[src/rtl/rtot_pkg.sv]
// rtot_pkg: shared types and constants for the retransmit timeout table
// no dependencies; imported by every module of the block
`default_nettype none

package rtot_pkg;

    localparam int ENTRIES = 64;
    localparam int SLOT_W  = (ENTRIES > 1) ? $clog2(ENTRIES) : 1;
    localparam int LIM_W   = 26;           // rtt (16 bits) times 256 + loss (10 bits)
    localparam int CMP_W   = 32 + 7;       // elapsed scaled by 128

    typedef enum logic [1:0] {
        OP_STORE = 2'd0,
        OP_ACK   = 2'd1,
        OP_TICK  = 2'd2
    } t_opcode;

    typedef enum logic [1:0] {
        S_IDLE,
        S_ACK,
        S_TICK,
        S_FLUSH
    } t_state;

    typedef struct packed {
        logic [1:0]  opcode;
        logic [15:0] sequence_req;
        logic [31:0] payload_tag;
        logic [31:0] now_ms;
        logic [15:0] rtt_ms;
        logic [8:0]  loss_q8;
    } t_in;

    typedef struct packed {
        logic [15:0] resend_sequence;
        logic [31:0] resend_payload;
        logic [7:0]  attempt;
        logic        last;
    } t_out;

    typedef struct packed {
        logic [15:0] seq;
        logic [31:0] payload;
        logic [31:0] tx_stamp;
        logic [7:0]  retries;
    } t_entry;

    // control handed from the sequencer to the head evaluator
    typedef struct packed {
        logic             ack_mode;
        logic             tick_mode;
        logic             found;
        logic [15:0]      req_seq;
        logic [31:0]      now;
        logic [LIM_W-1:0] limit;
    } t_head_ctl;

    typedef struct packed {
        logic hit;
        logic due;
    } t_head_res;

endpackage

`default_nettype wire

[src/rtl/rtot_head.sv]
// rtot_head: evaluates the entry at the head of the chain during a scan
// depends on rtot_pkg (t_entry, t_head_ctl, t_head_res)
`default_nettype none

module rtot_head (
    input  rtot_pkg::t_head_ctl  i_ctl,
    input  rtot_pkg::t_entry     i_entry,
    output rtot_pkg::t_entry     o_entry,
    output rtot_pkg::t_head_res  o_res
);
    import rtot_pkg::*;

    logic [31:0]      elapsed;
    logic [CMP_W-1:0] scaled;
    logic             live;

    assign elapsed = i_ctl.now - i_entry.tx_stamp;
    assign scaled  = {elapsed, 7'b0};
    assign live    = (i_entry.seq != '0);

    // elapsed*256 > 2*limit, both sides halved
    assign o_res.due = i_ctl.tick_mode && live
                       && (scaled > {{(CMP_W-LIM_W){1'b0}}, i_ctl.limit});
    assign o_res.hit = i_ctl.ack_mode && !i_ctl.found && (i_entry.seq == i_ctl.req_seq);

    always_comb begin
        o_entry = i_entry;
        if (o_res.hit) begin
            o_entry.seq = '0;
        end else if (o_res.due) begin
            o_entry.tx_stamp = i_ctl.now;
            if (i_entry.retries != 8'hFF) begin
                o_entry.retries = i_entry.retries + 8'd1;
            end
        end
    end

endmodule

`default_nettype wire

[config.mk]
export PLATFORM = sky130hd
export DESIGN_NAME = rtot_head
export DESIGN_NICKNAME = d
export VERILOG_FILES = /design/src/rtl/rtot_pkg.sv /design/src/rtl/rtot_head.sv
export SDC_FILE = /design/constraint.sdc
export NUM_CORES = 1
export LEC_CHECK = 0
export ABC_CLOCK_PERIOD_IN_PS = 5950
export BUFFER_PORTS_ARGS = -buffer_cell sky130_fd_sc_hd__buf_2
export CAP_MARGIN = 25
export CORE_AREA = 2 2 99 101
export DETAILED_ROUTE_END_ITERATION = 8
export DIE_AREA = 0 0 101 103
export PLACE_DENSITY = 0.89
export RECOVER_POWER = 100
export SETUP_SLACK_MARGIN = 0.2
export SLEW_MARGIN = 20
export SYNTH_ARGS = -nofsm -noshare
export SYNTH_HDL_FRONTEND = slang
export SYNTH_SLANG_ARGS = --single-unit
export TNS_END_PERCENT = 50
[constraint.sdc]
create_clock -name vclk -period 5.95
set_input_delay 0.595 -clock vclk [all_inputs]
set_output_delay 0.595 -clock vclk [all_outputs]
set_load 0.1 [all_outputs]
After elaboration in Yosys (flattened, before gate mapping)
Cells that the tools add are included.
{"block": "totals", "ff_bits": 0, "in_bits": 165, "output_inout_bits": 90, "word_cells": 15}
{"block": "classes", "n_addsub": 2, "order_cmp": 1, "n_eq_ne": 2, "mux": 4, "n_reduce_logical": 6}
{"op": "two-way mux 40 bit", "count": 2}
{"op": "> comparator 39 x 26 -> 1 bit", "count": 1}
{"op": "subtractor 32 bit", "count": 1}
{"op": "== test 16 bit", "count": 1}
{"op": "two-way mux 16 bit", "count": 1}
{"op": "nonzero test 16 bit", "count": 1}
{"op": "adder 8 x 1 -> 8 bit, second input constant", "count": 1}
{"op": "two-way mux 8 bit", "count": 1}
{"op": "!= test 8 bit, second input constant", "count": 1}
{"op": "logical AND 1 bit", "count": 4}
{"op": "zero test 1 bit", "count": 1}

Depth between registers and ports, before layout
{"block": "depth", "ltp_word": 5, "depth_mapped": 23, "depth_no_buf": 21}

Worst setup path before layout
Ideal clock, no wire load.
{"block": "synth_timing", "kind": "input port to output port", "start": "input port i_ctl[26] in the netlist's numbering", "end": "output port o_entry[4] in the netlist's numbering", "t_arrival_ns": 5.477, "required_time_ns": 5.355, "path_slack_ns": -0.122, "stages": 20, "n_path_buf": 0, "cell_sequence": "inv_1 ha_1 inv_1 fa_1 a21o_1 a221oi_2 o311ai_1 a21boi_0 xnor2_1 ha_1 nand2_1 nor4_1 o311ai_0 o2111ai_1 a222oi_1 o211ai_1 nor4b_4 nand4_4 nand4bb_1 xnor2_1"}
{"element": "start: declaration", "line_no": "rtot_head.sv:6", "rtl": "input rtot_pkg::t_head_ctl i_ctl,"}
{"element": "end: declaration", "line_no": "rtot_head.sv:8", "rtl": "output rtot_pkg::t_entry o_entry,"}

==> impl_metrics.tcl <==
set metrics [dict create \
    status "completed" \
    worstHoldPathType "in2out" \
    drc 0 \
    io_pins 255 \
    cp-end-kind "output port" \
    p_per_area_nw_per_um2 140 \
    regArea_um2 0 \
    switching_power_w 0.000518 \
    cts.hold.buffers_added 0 \
    fmax_mhz 170 \
    viasPerCell 5.76 \
    utilization_pct 65.2 \
    place_congestion 1.05 \
    yosysSeqAreaShare_pct 0 \
    dieArea_um2 10400 \
    hold_viol_final 0 \
    worstSetupStartpointType "input port" \
    startpoint "i_ctl[26]" \
    place_inst 821 \
    grt_pass1_vias 4790 \
    grt_overflow_total 0 \
    period_share_pct 99.0 \
    via_count 4864 \
    pre_cts_slack_ps -221 \
    relSlewSlack_pct 20.2 \
    track_usage_pct 25.5 \
    worst_slack_ps 60.6 \
    synth_warnings 0 \
    ant_nets 0 \
    clkPwrFrac_pct 0 \
    instances_no_fill 845 \
    setup_viol 0 \
    syn_inst 538 \
    required_ps 5360 \
    rsz0062_at_grt "yes" \
    antenna_found_initial 0 \
    final_cell_mix "buf_2 (131), inv_1 (56), ha_1 (46), nand2_1 (42), buf_4 (42)" \
    switching_share_pct 60.0 \
    io_buffers 191 \
    synth_area_leaders "ha_1 (17%), mux2_1 (11%), buf_4 (6.3%), inv_1 (5.8%), xnor2_1 (5.0%)" \
    num_rows 36 \
    intPower_w 0.000345 \
    drt_iter0_markers 209 \
    syn_to_final_growth_pct 61.1 \
    drv_slew 0 \
    grt_pass1_wl_um 21900 \
    synth_top_area_cell "ha_1" \
    synth_top_area_share_pct 16.7 \
    coreArea_um2 9460 \
    n_antenna_cell 0 \
    final_net_count 950 \
    syn_area_um2 3830 \
    cp-endpoint "o_entry[7]" \
    route.final.wire_length_um 15000 \
    drive_gt1_share_pct 43.5 \
    finalSetupTns_ps 0 \
    numSequentialCells 0 \
    p_leak_nw 3.07 \
    die_y_um 103 \
    syn_nets 755 \
    grt_max_degree 18 \
    vdd_drop_max_v 0.000140 \
    wire_per_inst_um 17.7 \
    dpl.hpwl_um 11100 \
    tightest_slew_ps 1200 \
    drtPass1Iterations 6 \
    fp.dieW_um 101 \
    syn_area_per_cell_um2 7.12 \
    synthDistinctLibCells 68 \
    layout_min_cycle_time_ps 5890 \
    place_area_um2 5120 \
    final_common_cell "buf_2" \
    combinationalPowerShare_pct 100.0 \
    start_util_pct 40.5 \
    cap_violations 0 \
    pwr-share-seq_pct 0 \
    n_clock_buffer 0 \
    crit_type "in2out" \
    arrival_ps 5290 \
    final_area_um2 6170 \
    critPathMaxFanout 5 \
]
-- power groups by stage --
stage | Sequential (W) | Clock (W) | Combinational [W]
after floorplan | 0 | 0 | 0.000597
after global placement | 0 | 0 | 0.000694
after detailed placement | 0 | 0 | 0.000704
after CTS | 0 | 0 | 0.000809
after global routing | 0 | 0 | 0.000911
final | 0 | 0 | 0.000863
-- per-stage QoR --
step                total power, W  hold WS, ps
floorplan                 0.000597         1400
global placement          0.000694         1190
detailed placement        0.000704         1190
CTS                       0.000809         1190
global route              0.000911         1190
finish                    0.000863         1190
-- cells in the mapped netlist (12+ instances only) --
master	count
inv_1	59
xnor2_1	22
a21oi_1	33
ha_1	51
nor2_1	21
xor2_1	20
buf_4	32
nor3_1	12
nor2b_1	17
nand3_1	13
mux2_1	36
clkbuf_1	12
nand4_1	13
o21ai_0	21
nand2_1	47
-- area by class of cell --
type / count / area, um2
timing repair buffer: 243 / 2050
tap: 114 / 143
fill: 766 / 3290
multi-input combinational: 429 / 3760
inverter: 59 / 224
-- kinds of logic after synthesis --
family	synth area share (%)
and+or+nand+nor	24.8
AOI/OAI and AO/OA	22.6
buffers and inverters	15.0
adders and majority gates	17.2
xor gates and xnor gates	9.60
muxes	10.8
-- how the worst min path moves through the flow --
stage | from | to | cells after the start
6_report | i_entry[55] | o_entry[55] | 0
3_5_place_dp | i_entry[50] | o_entry[50] | 0
4_1_cts | i_entry[50] | o_entry[50] | 0
3_3_place_gp | i_entry[50] | o_entry[50] | 0
2_1_floorplan | i_entry[40] | o_entry[40] | 1
5_1_grt | i_entry[62] | o_entry[62] | 0
-- per-layer routing --
metal  wire length, um  part of all wire [%]  up-vias  global-route usage [%]
li1                  -                     -     2315                       -
met1              5380                    36     2270                    27.7
met2              8120                    54      253                    52.3
met3              1110                   7.4       26                    3.25
met4               374                   2.5        0                    5.20
met5                 0                     0        -                       0
-- critical path, stage by stage --
cell,delay [ps]
buf_8,100
inv_4,50
ha_4,130
inv_2,40
fa_2,340
a21o_1,200
a221oi_4,270
buf_6,170
or4_4,130
nand2_2,50
xor2_1,150
ha_1,320
nand4_1,130
buf_4,170
nor4_4,270
a41oi_2,140
a222oi_1,380
o211ai_1,190
nor4b_4,350
nand4_4,140
buf_6,150
buf_6,110
or3b_4,230
mux2_4,310
buf_12,170
-- timing repair --
| item | 4_1_cts | 5_1_grt |
|---|---|---|
| cloned | 3 | 1 |
| buffers inserted | 14 | 6 |
| gates resized for setup | 173 | 49 |
| endpoints found under the setup margin | 41 | 41 |
| pin swaps | 26 | 17 |
Power figures use the tool's default switching activity.
