<file path="src/rtl/rtot_pkg.sv">
// rtot_pkg: shared types and constants for the retransmit timeout table
// no dependencies; imported by every module of the block
`default_nettype none

package rtot_pkg;

    localparam int ENTRIES = 64;
    localparam int SLOT_W  = (ENTRIES > 1) ? $clog2(ENTRIES) : 1;
    localparam int LIM_W   = 26;           // rtt (16 bits) times 256 + loss (10 bits)
    localparam int CMP_W   = 32 + 7;       // elapsed scaled by 128

    typedef enum logic [1:0] {
        OP_STORE = 2'd0,
        OP_ACK   = 2'd1,
        OP_TICK  = 2'd2
    } t_opcode;

    typedef enum logic [1:0] {
        S_IDLE,
        S_ACK,
        S_TICK,
        S_FLUSH
    } t_state;

    typedef struct packed {
        logic [1:0]  opcode;
        logic [15:0] sequence_req;
        logic [31:0] payload_tag;
        logic [31:0] now_ms;
        logic [15:0] rtt_ms;
        logic [8:0]  loss_q8;
    } t_in;

    typedef struct packed {
        logic [15:0] resend_sequence;
        logic [31:0] resend_payload;
        logic [7:0]  attempt;
        logic        last;
    } t_out;

    typedef struct packed {
        logic [15:0] seq;
        logic [31:0] payload;
        logic [31:0] tx_stamp;
        logic [7:0]  retries;
    } t_entry;

    // control handed from the sequencer to the head evaluator
    typedef struct packed {
        logic             ack_mode;
        logic             tick_mode;
        logic             found;
        logic [15:0]      req_seq;
        logic [31:0]      now;
        logic [LIM_W-1:0] limit;
    } t_head_ctl;

    typedef struct packed {
        logic hit;
        logic due;
    } t_head_res;

endpackage

`default_nettype wire

</file>
<file path="src/rtl/rtot_cell.sv">
// rtot_cell: one table entry of the rotating chain
// depends on rtot_pkg (t_entry)
`default_nettype none

module rtot_cell (
    input  wire logic            i_clk,
    input  wire logic            i_rst_n,
    input  wire logic            i_shift,
    input  wire logic            i_load,
    input  rtot_pkg::t_entry     i_load_entry,
    input  rtot_pkg::t_entry     i_next,
    output rtot_pkg::t_entry     o_entry
);
    import rtot_pkg::*;

    logic [15:0] r_seq;
    logic [31:0] r_payload;
    logic [31:0] r_tx_stamp;
    logic [7:0]  r_retries;

    // only the sequence field is cleared: zero marks the entry empty
    always_ff @(posedge i_clk) begin
        if (!i_rst_n) begin
            r_seq <= '0;
        end else if (i_load) begin
            r_seq <= i_load_entry.seq;
        end else if (i_shift) begin
            r_seq <= i_next.seq;
        end
    end

    always_ff @(posedge i_clk) begin
        if (i_load) begin
            r_payload  <= i_load_entry.payload;
            r_tx_stamp <= i_load_entry.tx_stamp;
            r_retries  <= i_load_entry.retries;
        end else if (i_shift) begin
            r_payload  <= i_next.payload;
            r_tx_stamp <= i_next.tx_stamp;
            r_retries  <= i_next.retries;
        end
    end

    assign o_entry.seq      = r_seq;
    assign o_entry.payload  = r_payload;
    assign o_entry.tx_stamp = r_tx_stamp;
    assign o_entry.retries  = r_retries;

endmodule

`default_nettype wire

</file>
<file path="config.mk">
export PLATFORM = sky130hd
export DESIGN_NAME = rtot_cell
export DESIGN_NICKNAME = d
export VERILOG_FILES = /design/src/rtl/rtot_pkg.sv /design/src/rtl/rtot_cell.sv
export SDC_FILE = /design/constraint.sdc
export NUM_CORES = 1
export LEC_CHECK = 0
export ABC_AREA = 1
export BUFFER_PORTS_ARGS = -buffer_cell sky130_fd_sc_hd__buf_2
export CAP_MARGIN = 25
export CORE_ASPECT_RATIO = 1.2
export CORE_MARGIN = 10
export CORE_UTILIZATION = 37
export DETAILED_ROUTE_END_ITERATION = 16
export PLACE_DENSITY_LB_ADDON = 0.08
export SYNTH_ARGS = -nofsm -noshare
export SYNTH_HDL_FRONTEND = slang
export SYNTH_SLANG_ARGS = --single-unit
</file>
<file path="constraint.sdc">
create_clock -name i_clk -period 2.7 [get_ports i_clk]
set_clock_uncertainty 0.15 [all_clocks]
set_input_delay 0.54 -clock i_clk [delete_from_list [all_inputs] [get_ports i_clk]]
set_output_delay 0.54 -clock i_clk [all_outputs]
set_load 0.01 [all_outputs]
</file>
Yosys cells after proc, flatten, opt, wreduce, memory -nomap -nowiden. Cells that the tools add are included.

Flip-flop bits (word level): 88. Output and inout bits: 88. Word-level logic and storage cells: 13. Input port bits: 180.

Reduce and logical (&&, ||, !) cells: 1. Multiplexer cells: 8.

Operators with widths (count): 32-bit 2-to-1 mux (4); 16-bit 2-to-1 mux (2); 8-bit 2-to-1 mux (2); 2-bit nonzero test (1).

Depth between registers and ports, before layout. Gate-level depths: netlist of run 1.

Depth in word-level cells: 2. Mapped depth: 7. Gate-level depth less buffers: 5.

Worst setup path after synthesis of run 1. Ideal clock, no wire load.

Path kind: in2reg. Start point: input port i_shift. End point: register r_payload[0], enable pin. Buffers on the path: 2. Setup slack: -0.145 ns. Cell stages on the path: 4. Data required time: 2.124 ns. Library setup time: 0.426 ns. Data arrival time: 2.269 ns. Path through: buf_4 nor2_8 buf_6 inv_1.

Cells in the longest elaborated chain, start to end: 1.

RTL lines: start: declaration (line rtot_cell.sv:8) `input wire logic i_shift,`; 2-bit nonzero test (no source line); end signal: assignment (line rtot_cell.sv:34) `r_payload <= i_load_entry.payload;`; end signal: assignment (line rtot_cell.sv:38) `r_payload <= i_next.payload;`; end: declaration (line rtot_cell.sv:17) `logic [31:0] r_payload;`.

No other way between the ends. A chain may end at the register's enable or synchronous reset.

Worst setup path in the final report of run 1.
Start point: input port i_load. End point: register r_seq[14].

Cells in the longest elaborated chain, start to end: 1. Elaborated cells on any way between the ends: 2. Those cells by class: 1 x mux; 1 x reduce/logical.

RTL lines: start: declaration (line rtot_cell.sv:9) `input wire logic i_load,`; 16-bit 2-to-1 mux / 2-bit nonzero test (equally long branches); end signal: assignment (line rtot_cell.sv:26) `r_seq <= i_load_entry.seq;`; end signal: assignment (line rtot_cell.sv:28) `r_seq <= i_next.seq;`; end: declaration (line rtot_cell.sv:16) `logic [15:0] r_seq;`.

Parallel ways exist; a longest one is shown, timed or not.

==> qor.tcl, run 1 <==
set qor(outcome) {completed}
set qor(hold_start) {i_next[27]}
set qor(worst_slew_pin_slew_ps) 875
set qor(ys_types) 12
set qor(required_ps) 2830
set qor(worst-r2r-cell-count) 4
set qor(rr_startpoint) {r_seq[7]}
set qor(die_height_um) 132
set qor(via_count_of_the_first_global_routing_pass) 3898
set qor(area_share_of_and_or_nand_nor_cells_after_synthesis) 0.302
set qor(dominant_combinational_cell_family_by_area_after_synthesis) {simple AND/OR/NAND/NOR gates}
set qor(fp.dieArea_um2) 15000
set qor(area.growth.synth_to_final_pct) 42.9
set qor(cp.arrival_ps) 1840
set qor(synth-compound-area-share) 0
set qor(globalRoute.totalOverflow) 0
set qor(yosys.cell_count.top_type) {sky130_fd_sc_hd__nand2_1}
set qor(number_of_synthesized_flops_with_an_enable_pin) 72
set qor(crit_path_end_kind) {flop}
set qor(asyncSetResetFlopFracSynth) 0
set qor(finalWeightedCongestion) 0.777
set qor(post_synth_mux_area_share) 0
set qor(finalSetupTns_ps) 0
set qor(first_iter_violations) 182
set qor(floorplan.initialDensity) 0.384
set qor(regToRegSetupSlack_ps) 1920
set qor(min_delay_path_class) {in2reg}
set qor(cell_count_final_fillers_out) 818
set qor(synth_area_leaders) {sky130_fd_sc_hd__edfxtp_1, sky130_fd_sc_hd__nand2_1, sky130_fd_sc_hd__dfxtp_1}
set qor(cts.htree.levels) 3
set qor(clock_path_buffers) 2
set qor(dpl_cell_area_um2) 5270
set qor(placement.io_buffers) 267
set qor(fin_worst_hold_slack_ps) 316
set qor(hpwl_mm) 10.5
set qor(mapped_nets) 607
set qor(worst_ir_drop_vdd_uv) 322
set qor(r2r_end) {r_seq[7]}
set qor(groute.usage.overall) 0.171
set qor(grt_antenna_before_repair) 0
set qor(yosysWarnings) 0
set qor(die_width_um) 113
set qor(synth_top_cell_by_area) {sky130_fd_sc_hd__edfxtp_1}
set qor(routed_wire_length_per_instance_um) 16.5
set qor(top_area_cell_type_share_of_the_netlist_area) 0.557
set qor(cts_repair_resize_count) 0
set qor(finalPower_w) 0.00341
set qor(cts_made_buffers) 9
set qor(syn_area_per_cell_um2) 9.09
set qor(grt_setup_unrepaired) {false}
set qor(post_synth_xor_area_fraction) 0
set qor(path_max_fanout) 87
set qor(final_design_area_no_fill_um2) 5550
set qor(core_area_um2) 10100
set qor(detail-route-antenna-nets) 0
set qor(vias) 3700
set qor(critical_path_class) {in2reg}
set qor(period_minus_slack_ps) 1710
set qor(vias_per_cell) 4.52
set qor(maxSlewHeadroom) 0.416
set qor(route.final.wire_length_mm) 13.5
set qor(power_leakage_nw) 3.06
set qor(synth_top_cells_by_count) {sky130_fd_sc_hd__nand2_1, sky130_fd_sc_hd__edfxtp_1, sky130_fd_sc_hd__nand3_1}
set qor(grt_start_max_net_pins) 88
set qor(synth_cells) 427
set qor(cts_root_buffer) {sky130_fd_sc_hd__clkbuf_16}
set qor(clk_pin_slew_worst_paths_ps) 60
set qor(min_path_cells) 3
set qor(remaining_drc_errors) 0
set qor(synth-main-ff-cell) {sky130_fd_sc_hd__edfxtp_1}
set qor(setup_viol_count_final) 0
set qor(hold_violations) 0
set qor(clock_latency_ps) 330
set qor(final_net_count) 867
set qor(post-route-period-util) 0.634
set qor(post-place-cells) 802
set qor(fin_max_slew_vios) 0
set qor(hold_buffers) 0
set qor(grt_first_pass_wirelength_mm) 20.4
set qor(cts_num_sinks) 88
set qor(drive_above_1_share) 0.416
set qor(floorplan.io_pins) 268
set qor(hold_path_sink) {r_tx_stamp[19]}
set qor(share_of_synthesized_area_occupied_by_flip_flops_and_latches) 0.640
set qor(power_density_nw_per_um2) 615
set qor(drt_pass1_iterations) 4
set qor(post_synth_fa_ha_maj_area_fraction) 0
set qor(ys_ff_latch) 88
set qor(post_cts_buffers) 0
set qor(max_freq_mhz) 584
set qor(std_cell_rows) 40
set qor(synth_area_um2) 3880
set qor(timing.critical_path.from_type) {input port}
set qor(antenna-diode-count) 0
set qor(tritoncts) {built}
set qor(maxCapViolCount) 0
per-stage QoR:
stage | utilization | setup slack [ps]
after CTS | 0.549 | 968
after detailed placement | 0.521 | 625
after floorplan | - | 173
after global routing | 0.549 | 840
final | 0.549 | 987
after global placement | 0.521 | 707
cells in the final DEF (no fill, tap or decap):
| cell type | n |
|---|---|
| sky130_fd_sc_hd__clkinv_2 | 1 |
| sky130_fd_sc_hd__buf_2 | 267 |
| sky130_fd_sc_hd__inv_4 | 1 |
| sky130_fd_sc_hd__nand3_1 | 32 |
| sky130_fd_sc_hd__clkbuf_16 | 9 |
| sky130_fd_sc_hd__buf_4 | 6 |
| sky130_fd_sc_hd__inv_1 | 15 |
| sky130_fd_sc_hd__edfxtp_1 | 72 |
| sky130_fd_sc_hd__clkinvlp_4 | 1 |
| sky130_fd_sc_hd__dfxtp_1 | 16 |
| sky130_fd_sc_hd__clkinv_1 | 4 |
| sky130_fd_sc_hd__bufinv_16 | 1 |
| sky130_fd_sc_hd__nor2_8 | 1 |
| sky130_fd_sc_hd__nand2_1 | 264 |
| sky130_fd_sc_hd__clkbuf_1 | 1 |
| sky130_fd_sc_hd__inv_2 | 1 |
layer usage:
metal  vias up  routed length, um  GRT usage
li1       1872                  -          -
met1      1647               4900      0.179
met2       158               6930      0.298
met3        23               1280     0.0610
met4         0                369     0.0749
met5         -                  0          0
state kept, by name, summed over array words and instances, names as in the netlist:
signal	flops
r_payload	32
r_retries	8
r_seq	16
r_tx_stamp	32
worst max-delay path by stage:
stage / start / end / slack (ps) / cells after the start
2_1_floorplan: i_shift / r_payload[0] / 170 / 4
3_3_place_gp: i_load / r_seq[1] / 710 / 6
3_5_place_dp: i_load / r_seq[14] / 620 / 6
4_1_cts: i_load / r_seq[14] / 970 / 6
5_1_grt: i_load / r_seq[1] / 840 / 6
6_report: i_load / r_seq[14] / 990 / 6
kinds of logic after synthesis:
group,count (synthesis)
and+or+nand+nor,297
DFF,88
buffers and inverters,42
critical path, stage by stage:
cell                      delay (ps)
sky130_fd_sc_hd__buf_2           190
sky130_fd_sc_hd__buf_4           710
sky130_fd_sc_hd__nand2_1         130
sky130_fd_sc_hd__nand3_1         110
sky130_fd_sc_hd__nand2_1          50
sky130_fd_sc_hd__inv_1            50
power breakdown:
| part | internal (W) | total, W | switching (W) | leakage [nW] |
|---|---|---|---|---|
| combinational | 0.000241 | 0.000564 | 0.000323 | 2.05 |
| clock | 0.000703 | 0.00119 | 0.000485 | 0.136 |
| sequential | 0.00162 | 0.00166 | 0.0000351 | 0.874 |
area by class of cell:
class / instances / area [um^2]
fillers: 1013 / 4560
flip-flops and latches: 88 / 2480
repair buffers: 273 / 1380
multi-input cells: 297 / 1170
clock buffers: 10 / 229
well taps: 126 / 158
inverters: 18 / 73.8
clock inverters: 6 / 50.0
Power figures use the tool's default switching activity.
==> run 2, diff against run 1 <==
--- a/config.mk
+++ b/config.mk
@@ -10,7 +10,7 @@
 export CAP_MARGIN = 25
 export CORE_ASPECT_RATIO = 1.2
 export CORE_MARGIN = 10
-export CORE_UTILIZATION = 37
+export CORE_UTILIZATION = 42
 export DETAILED_ROUTE_END_ITERATION = 16
 export PLACE_DENSITY_LB_ADDON = 0.08
 export SYNTH_ARGS = -nofsm -noshare
==> constraint.sdc (replaced) <==
create_clock -name i_clk -period 1.65 [get_ports i_clk]
set_clock_uncertainty 0.15 [all_clocks]
set_input_delay 0.33 -clock i_clk [delete_from_list [all_inputs] [get_ports i_clk]]
set_output_delay 0.33 -clock i_clk [all_outputs]
set_load 0.01 [all_outputs]
==> qor.tcl, run 2 (synthesized netlist as in run 1, its figures left out) <==
set qor(cts_repair_resize_count) 0 ;# unchanged
set qor(finalWeightedCongestion) 0.836 ;# +7.7%
set qor(maxCapViolCount) 0 ;# unchanged
set qor(vias_per_cell) 4.57 ;# +1.1%
set qor(min_path_cells) 3 ;# unchanged
set qor(drt_pass1_iterations) 4 ;# unchanged
set qor(floorplan.io_pins) 268 ;# unchanged
set qor(power_density_nw_per_um2) 938 ;# +53%
set qor(drive_above_1_share) 0.420 ;# +0.00396
set qor(regToRegSetupSlack_ps) 860 ;# -1060 ps
set qor(worst_slew_pin_slew_ps) 307 ;# -568 ps
set qor(worst_path_max_delay_cell) {sky130_fd_sc_hd__edfxtp_1}
set qor(cts_made_buffers) 9 ;# unchanged
set qor(first_iter_violations) 117 ;# -36%
set qor(dpl_cell_area_um2) 5340 ;# +1.5%
set qor(worst_ir_drop_vdd_uv) 515 ;# +60%
set qor(path_max_fanout) 1 ;# -99%
set qor(final_net_count) 870 ;# +0.35%
set qor(groute.usage.overall) 0.181 ;# +0.00984
set qor(post-place-cells) 799 ;# -0.37%
set qor(core_area_um2) 9030 ;# -11%
set qor(grt_start_max_net_pins) 72 ;# -18%
set qor(power_leakage_nw) 3.06 ;# +0.16%
set qor(die_height_um) 125 ;# -5.2%
set qor(setup_viol_count_final) 0 ;# unchanged
set qor(final_cell_mix) {sky130_fd_sc_hd__buf_2, sky130_fd_sc_hd__nand2_1, sky130_fd_sc_hd__edfxtp_1, sky130_fd_sc_hd__nand3_1, sky130_fd_sc_hd__dfxtp_1}
set qor(cts.htree.levels) 3 ;# unchanged
set qor(fin_max_slew_vios) 0 ;# unchanged
set qor(fp.dieArea_um2) 13500 ;# -10%
set qor(critical_path_class) {reg2out}
set qor(required_ps) 1170 ;# -1660 ps
set qor(post_cts_buffers) 0 ;# unchanged
set qor(std_cell_rows) 38 ;# -5.0%
set qor(die_width_um) 108 ;# -5.1%
set qor(remaining_drc_errors) 0 ;# unchanged
set qor(clock_path_buffers) 2 ;# unchanged
set qor(via_count_of_the_first_global_routing_pass) 3798 ;# -2.6%
set qor(cts_root_buffer) {sky130_fd_sc_hd__clkbuf_8}
set qor(floorplan.initialDensity) 0.430 ;# +0.0457
set qor(timing.critical_path.from_type) {flop}
set qor(grt_setup_unrepaired) {false}
set qor(dp_slack_ps) 130 ;# -495 ps
set qor(critical_path.cell_chain) {buf_2}
set qor(post-route-period-util) 0.821
set qor(outcome) {completed}
set qor(cell_count_final_fillers_out) 815 ;# -0.37%
set qor(min_delay_path_class) {in2reg}
set qor(cts_num_sinks) 88 ;# unchanged
set qor(top_regs) {r_payload (32), r_tx_stamp (32), r_seq (16)}
set qor(tritoncts) {built}
set qor(vias) 3726 ;# +0.70%
set qor(routed_wire_length_per_instance_um) 15.9 ;# -3.5%
set qor(final.setup.worst_slack_ps) 295 ;# -692 ps
set qor(grt_first_pass_wirelength_mm) 19.5 ;# -4.5%
set qor(finalPower_w) 0.00521 ;# +53%
set qor(crit_path_end_kind) {primary output}
set qor(fin_worst_hold_slack_ps) 97.6 ;# -219 ps
set qor(area.growth.synth_to_final_pct) 42.9 ;# about the same
set qor(period_minus_slack_ps) 1360
set qor(cp.arrival_ps) 880 ;# -960 ps
set qor(critical-path-top-delay-family) {flip-flops}
set qor(clock_latency_ps) 330 ;# about the same
set qor(maxSlewHeadroom) 0.795 ;# +0.379
set qor(antenna-diode-count) 0 ;# unchanged
set qor(hpwl_mm) 10.5 ;# -0.46%
set qor(hold_buffers) 0 ;# unchanged
set qor(grt_antenna_before_repair) 0 ;# unchanged
set qor(hold_violations) 0 ;# unchanged
set qor(levels_on_crit_path) 1 ;# -5
set qor(worst-r2r-cell-count) 4 ;# unchanged
set qor(final_common_cell) {sky130_fd_sc_hd__buf_2}
set qor(globalRoute.totalOverflow) 0 ;# unchanged
set qor(final_design_area_no_fill_um2) 5550 ;# about the same
set qor(route.final.wire_length_mm) 13.0 ;# -3.9%
set qor(worstPathBufferInverterCount) 1 ;# -2
set qor(detail-route-antenna-nets) 0 ;# unchanged
set qor(max_freq_mhz) 738
set qor(crit_path_max_incr_delay_ps) 390 ;# -320 ps
set qor(placement.io_buffers) 267 ;# unchanged
set qor(clk_pin_slew_worst_paths_ps) 90 ;# +30 ps
## run 2: power breakdown
group          switching [W]  total (W)  internal (W)
clock network       0.000697    0.00155      0.000849
logic               0.000536   0.000950      0.000415
registers          0.0000554    0.00271       0.00265
total                0.00129    0.00521       0.00392
## run 2: final timing paths
check	end	startpoint
setup / recovery	o_entry[18]	r_tx_stamp[10]
hold / removal	r_tx_stamp[1]	i_next[9]
setup reg to reg	r_seq[1]	r_seq[1]
hold reg to reg	r_seq[6]	r_seq[6]
## run 2: per-layer routing
layer	wire, um	GRT usage	vias up
met5	0	0	-
met4	255	0.0520	0
met3	1410	0.0848	20
met2	6830	0.329	167
met1	4460	0.177	1662
li1	-	-	1877
## run 2: area by class of cell
class / count / area [um^2]
repair buffers: 276 / 1470
well taps: 120 / 150
clock inverters: 4 / 68.8
inverters: 18 / 73.8
clock buffers: 12 / 135
fillers: 831 / 3490
multi-input cells: 297 / 1170
flip-flops and latches: 88 / 2480
## run 2: worst register-to-register path: cells and delay by family, from the launching register on
family,cells,cell delay [ps]
buffers and inverters,1,30
flip-flops,1,310
AND/OR/NAND/NOR,3,200
## run 2: metrics by stage
step	util	TNS [ps]
final	0.614	0
after global routing	0.614	0
after CTS	0.614	0
after detailed placement	0.592	0
after global placement	0.592	0
after floorplan	-	-46730
==> run 3, diff against run 2 <==
--- a/config.mk
+++ b/config.mk
@@ -10,7 +10,7 @@
 export CAP_MARGIN = 25
 export CORE_ASPECT_RATIO = 1.2
 export CORE_MARGIN = 10
-export CORE_UTILIZATION = 42
+export CORE_UTILIZATION = 37
 export DETAILED_ROUTE_END_ITERATION = 16
 export PLACE_DENSITY_LB_ADDON = 0.08
 export SYNTH_ARGS = -nofsm -noshare
==> constraint.sdc (replaced) <==
create_clock -name i_clk -period 1.11 [get_ports i_clk]
set_clock_uncertainty 0.15 [all_clocks]
set_input_delay 0.222 -clock i_clk [delete_from_list [all_inputs] [get_ports i_clk]]
set_output_delay 0.222 -clock i_clk [all_outputs]
set_load 0.01 [all_outputs]
==> qor.tcl, run 3 (synthesized netlist as in run 1, its figures left out) <==
set qor(drive_above_1_share) 0.441 ;# +0.0213
set qor(hold_start) {i_next[21]}
set qor(layout.core_utilization) 0.593 ;# -0.0213
set qor(placement.io_buffers) 267 ;# unchanged
set qor(critical_path_class) {reg2out}
set qor(clk_pin_slew_worst_paths_ps) 60 ;# -30 ps
set qor(clock_latency_ps) 330 ;# about the same
set qor(detail-route-antenna-nets) 0 ;# unchanged
set qor(std_cell_rows) 40 ;# +5.3%
set qor(rr_startpoint) {r_seq[4]}
set qor(worst_ir_drop_vdd_uv) 910 ;# +77%
set qor(tritoncts) {built}
set qor(crit_path_max_incr_delay_ps) 420 ;# +30 ps
set qor(remaining_drc_errors) 0 ;# unchanged
set qor(die_width_um) 113 ;# +5.3%
set qor(routed_wire_length_per_instance_um) 16.0 ;# +0.49%
set qor(area.growth.synth_to_final_pct) 54.4
set qor(max_freq_mhz) 793
set qor(clock_path_buffers) 2 ;# unchanged
set qor(finalPower_w) 0.00914 ;# +76%
set qor(min_delay_path_class) {in2reg}
set qor(fin_max_slew_vios) 0 ;# unchanged
set qor(hpwl_mm) 10.8 ;# +2.8%
set qor(final_design_area_no_fill_um2) 5990 ;# +8.0%
set qor(grt_first_pass_wirelength_mm) 20.5 ;# +5.2%
set qor(maxCapViolCount) 0 ;# unchanged
set qor(final_cell_mix) {sky130_fd_sc_hd__nand2_1, sky130_fd_sc_hd__buf_2, sky130_fd_sc_hd__edfxtp_1, sky130_fd_sc_hd__nand3_1, sky130_fd_sc_hd__buf_6}
set qor(floorplan.initialDensity) 0.384 ;# -0.0457
set qor(path_max_fanout) 1 ;# unchanged
set qor(cts_num_sinks) 88 ;# unchanged
set qor(critical-path-top-delay-family) {flip-flops}
set qor(core_area_um2) 10100 ;# +12%
set qor(worst_slew_pin_slew_ps) 329 ;# +21.5 ps
set qor(grt_antenna_before_repair) 0 ;# unchanged
set qor(power_density_nw_per_um2) 1530 ;# +63%
set qor(worstPathBufferInverterCount) 1 ;# unchanged
set qor(critical_path.cell_chain) {buf_6}
set qor(die_height_um) 132 ;# +5.5%
set qor(globalRoute.totalOverflow) 0 ;# unchanged
set qor(cts_root_buffer) {sky130_fd_sc_hd__clkbuf_16}
set qor(required_ps) 740 ;# -430 ps
set qor(cp.arrival_ps) 890 ;# about the same
set qor(post-route-period-util) 1.14
set qor(top_regs) {r_payload (32), r_tx_stamp (32), r_seq (16)}
set qor(floorplan.io_pins) 268 ;# unchanged
set qor(maxSlewHeadroom) 0.781 ;# -0.0144
set qor(grt_start_max_net_pins) 52 ;# -28%
set qor(crit_path_end_kind) {primary output}
set qor(hold_violations) 0 ;# unchanged
set qor(grt_setup_unrepaired) {true}
set qor(finalWeightedCongestion) 0.800 ;# -4.4%
set qor(dpl_cell_area_um2) 5390 ;# +0.80%
set qor(period_minus_slack_ps) 1260
set qor(fp.dieArea_um2) 15000 ;# +11%
set qor(timing.critical_path.from_type) {flop}
set qor(setup_viol_count_final) 88 ;# +88
set qor(vias) 3715 ;# -0.30%
set qor(failed_checks) {negative setup slack}
set qor(groute.usage.overall) 0.170 ;# -0.0108
set qor(first_iter_violations) 148 ;# +26%
set qor(fin_worst_hold_slack_ps) 8.72 ;# -88.9 ps
set qor(final.setup.worst_slack_ps) -151 ;# -446 ps
set qor(drt_pass1_iterations) 4 ;# unchanged
set qor(power_leakage_nw) 3.22 ;# +5.3%
set qor(final_common_cell) {sky130_fd_sc_hd__nand2_1}
set qor(vias_per_cell) 4.45 ;# -2.7%
set qor(startpoint) {r_tx_stamp[22]}
set qor(worst_path_max_delay_cell) {sky130_fd_sc_hd__edfxtp_1}
set qor(route.final.wire_length_mm) 13.3 ;# +3.0%
set qor(dp_slack_ps) -242 ;# -372 ps
set qor(outcome) {finished with violations}
set qor(via_count_of_the_first_global_routing_pass) 3970 ;# +4.5%
set qor(final_net_count) 884 ;# +1.6%
set qor(antenna-diode-count) 0 ;# unchanged
set qor(cts_made_buffers) 9 ;# unchanged
set qor(cts.htree.levels) 3 ;# unchanged
[run 3: cell types whose count changed in the layout (fill, tap and decap cells not counted)]
cell	previous run	this run
sky130_fd_sc_hd__dfxtp_1	16	0
sky130_fd_sc_hd__buf_12	5	6
sky130_fd_sc_hd__buf_2	267	249
sky130_fd_sc_hd__clkbuf_8	9	0
sky130_fd_sc_hd__clkinvlp_4	1	2
sky130_fd_sc_hd__clkbuf_16	0	9
sky130_fd_sc_hd__clkinv_2	1	0
sky130_fd_sc_hd__bufinv_16	2	4
sky130_fd_sc_hd__clkbuf_1	3	1
sky130_fd_sc_hd__buf_4	4	5
sky130_fd_sc_hd__dfxtp_2	0	16
sky130_fd_sc_hd__dlygate4sd3_1	0	11
sky130_fd_sc_hd__buf_6	0	19
[run 3: area by class of cell]
| class | count | area (um^2) |
|---|---|---|
| fill | 904 | 4120 |
| multi-input combinational | 297 | 1170 |
| timing repair buffer | 290 | 1730 |
| inverter | 18 | 73.8 |
| clock inverter | 6 | 131 |
| sequential | 88 | 2500 |
| clock buffer | 10 | 229 |
| tap | 126 | 158 |
[run 3: final timing paths]
check	cells past startpoint	slack, ps	to
hold / removal	3	9	r_tx_stamp[13]
setup reg to reg	4	300	r_seq[4]
setup / recovery	1	-150	o_entry[30]
hold reg to reg	4	400	r_seq[9]
[run 3: where the power goes]
group / switching [W] / internal (W) / leakage [nW]
Combinational: 0.000809 / 0.000705 / 2.17
Sequential: 0.0000940 / 0.00396 / 0.879
Clock: 0.00116 / 0.00242 / 0.170
[run 3: metal layers]
layer  vias to the layer above  track usage  share of wire
li1                       1904            -              -
met1                      1633        0.163           0.34
met2                       163        0.305           0.52
met3                        15       0.0801           0.12
met4                         0       0.0629          0.017
met5                         -            0              0
[run 3: metrics by stage]
| stage | std cells | setup TNS [ps] |
|---|---|---|
| floorplan | 427 | -77840 |
| global placement | 808 | -29730 |
| detailed placement | 808 | -31390 |
| CTS | 835 | -8770 |
| global route | 835 | -10510 |
| finish | 835 | -7240 |
[run 3: repair_timing]
action,4_1_cts,5_1_grt
endpoints found under the hold margin,11,0
resized for setup,32,3
hold buffers,11,0
setup endpoints to repair,88,89
buffers inserted,0,0
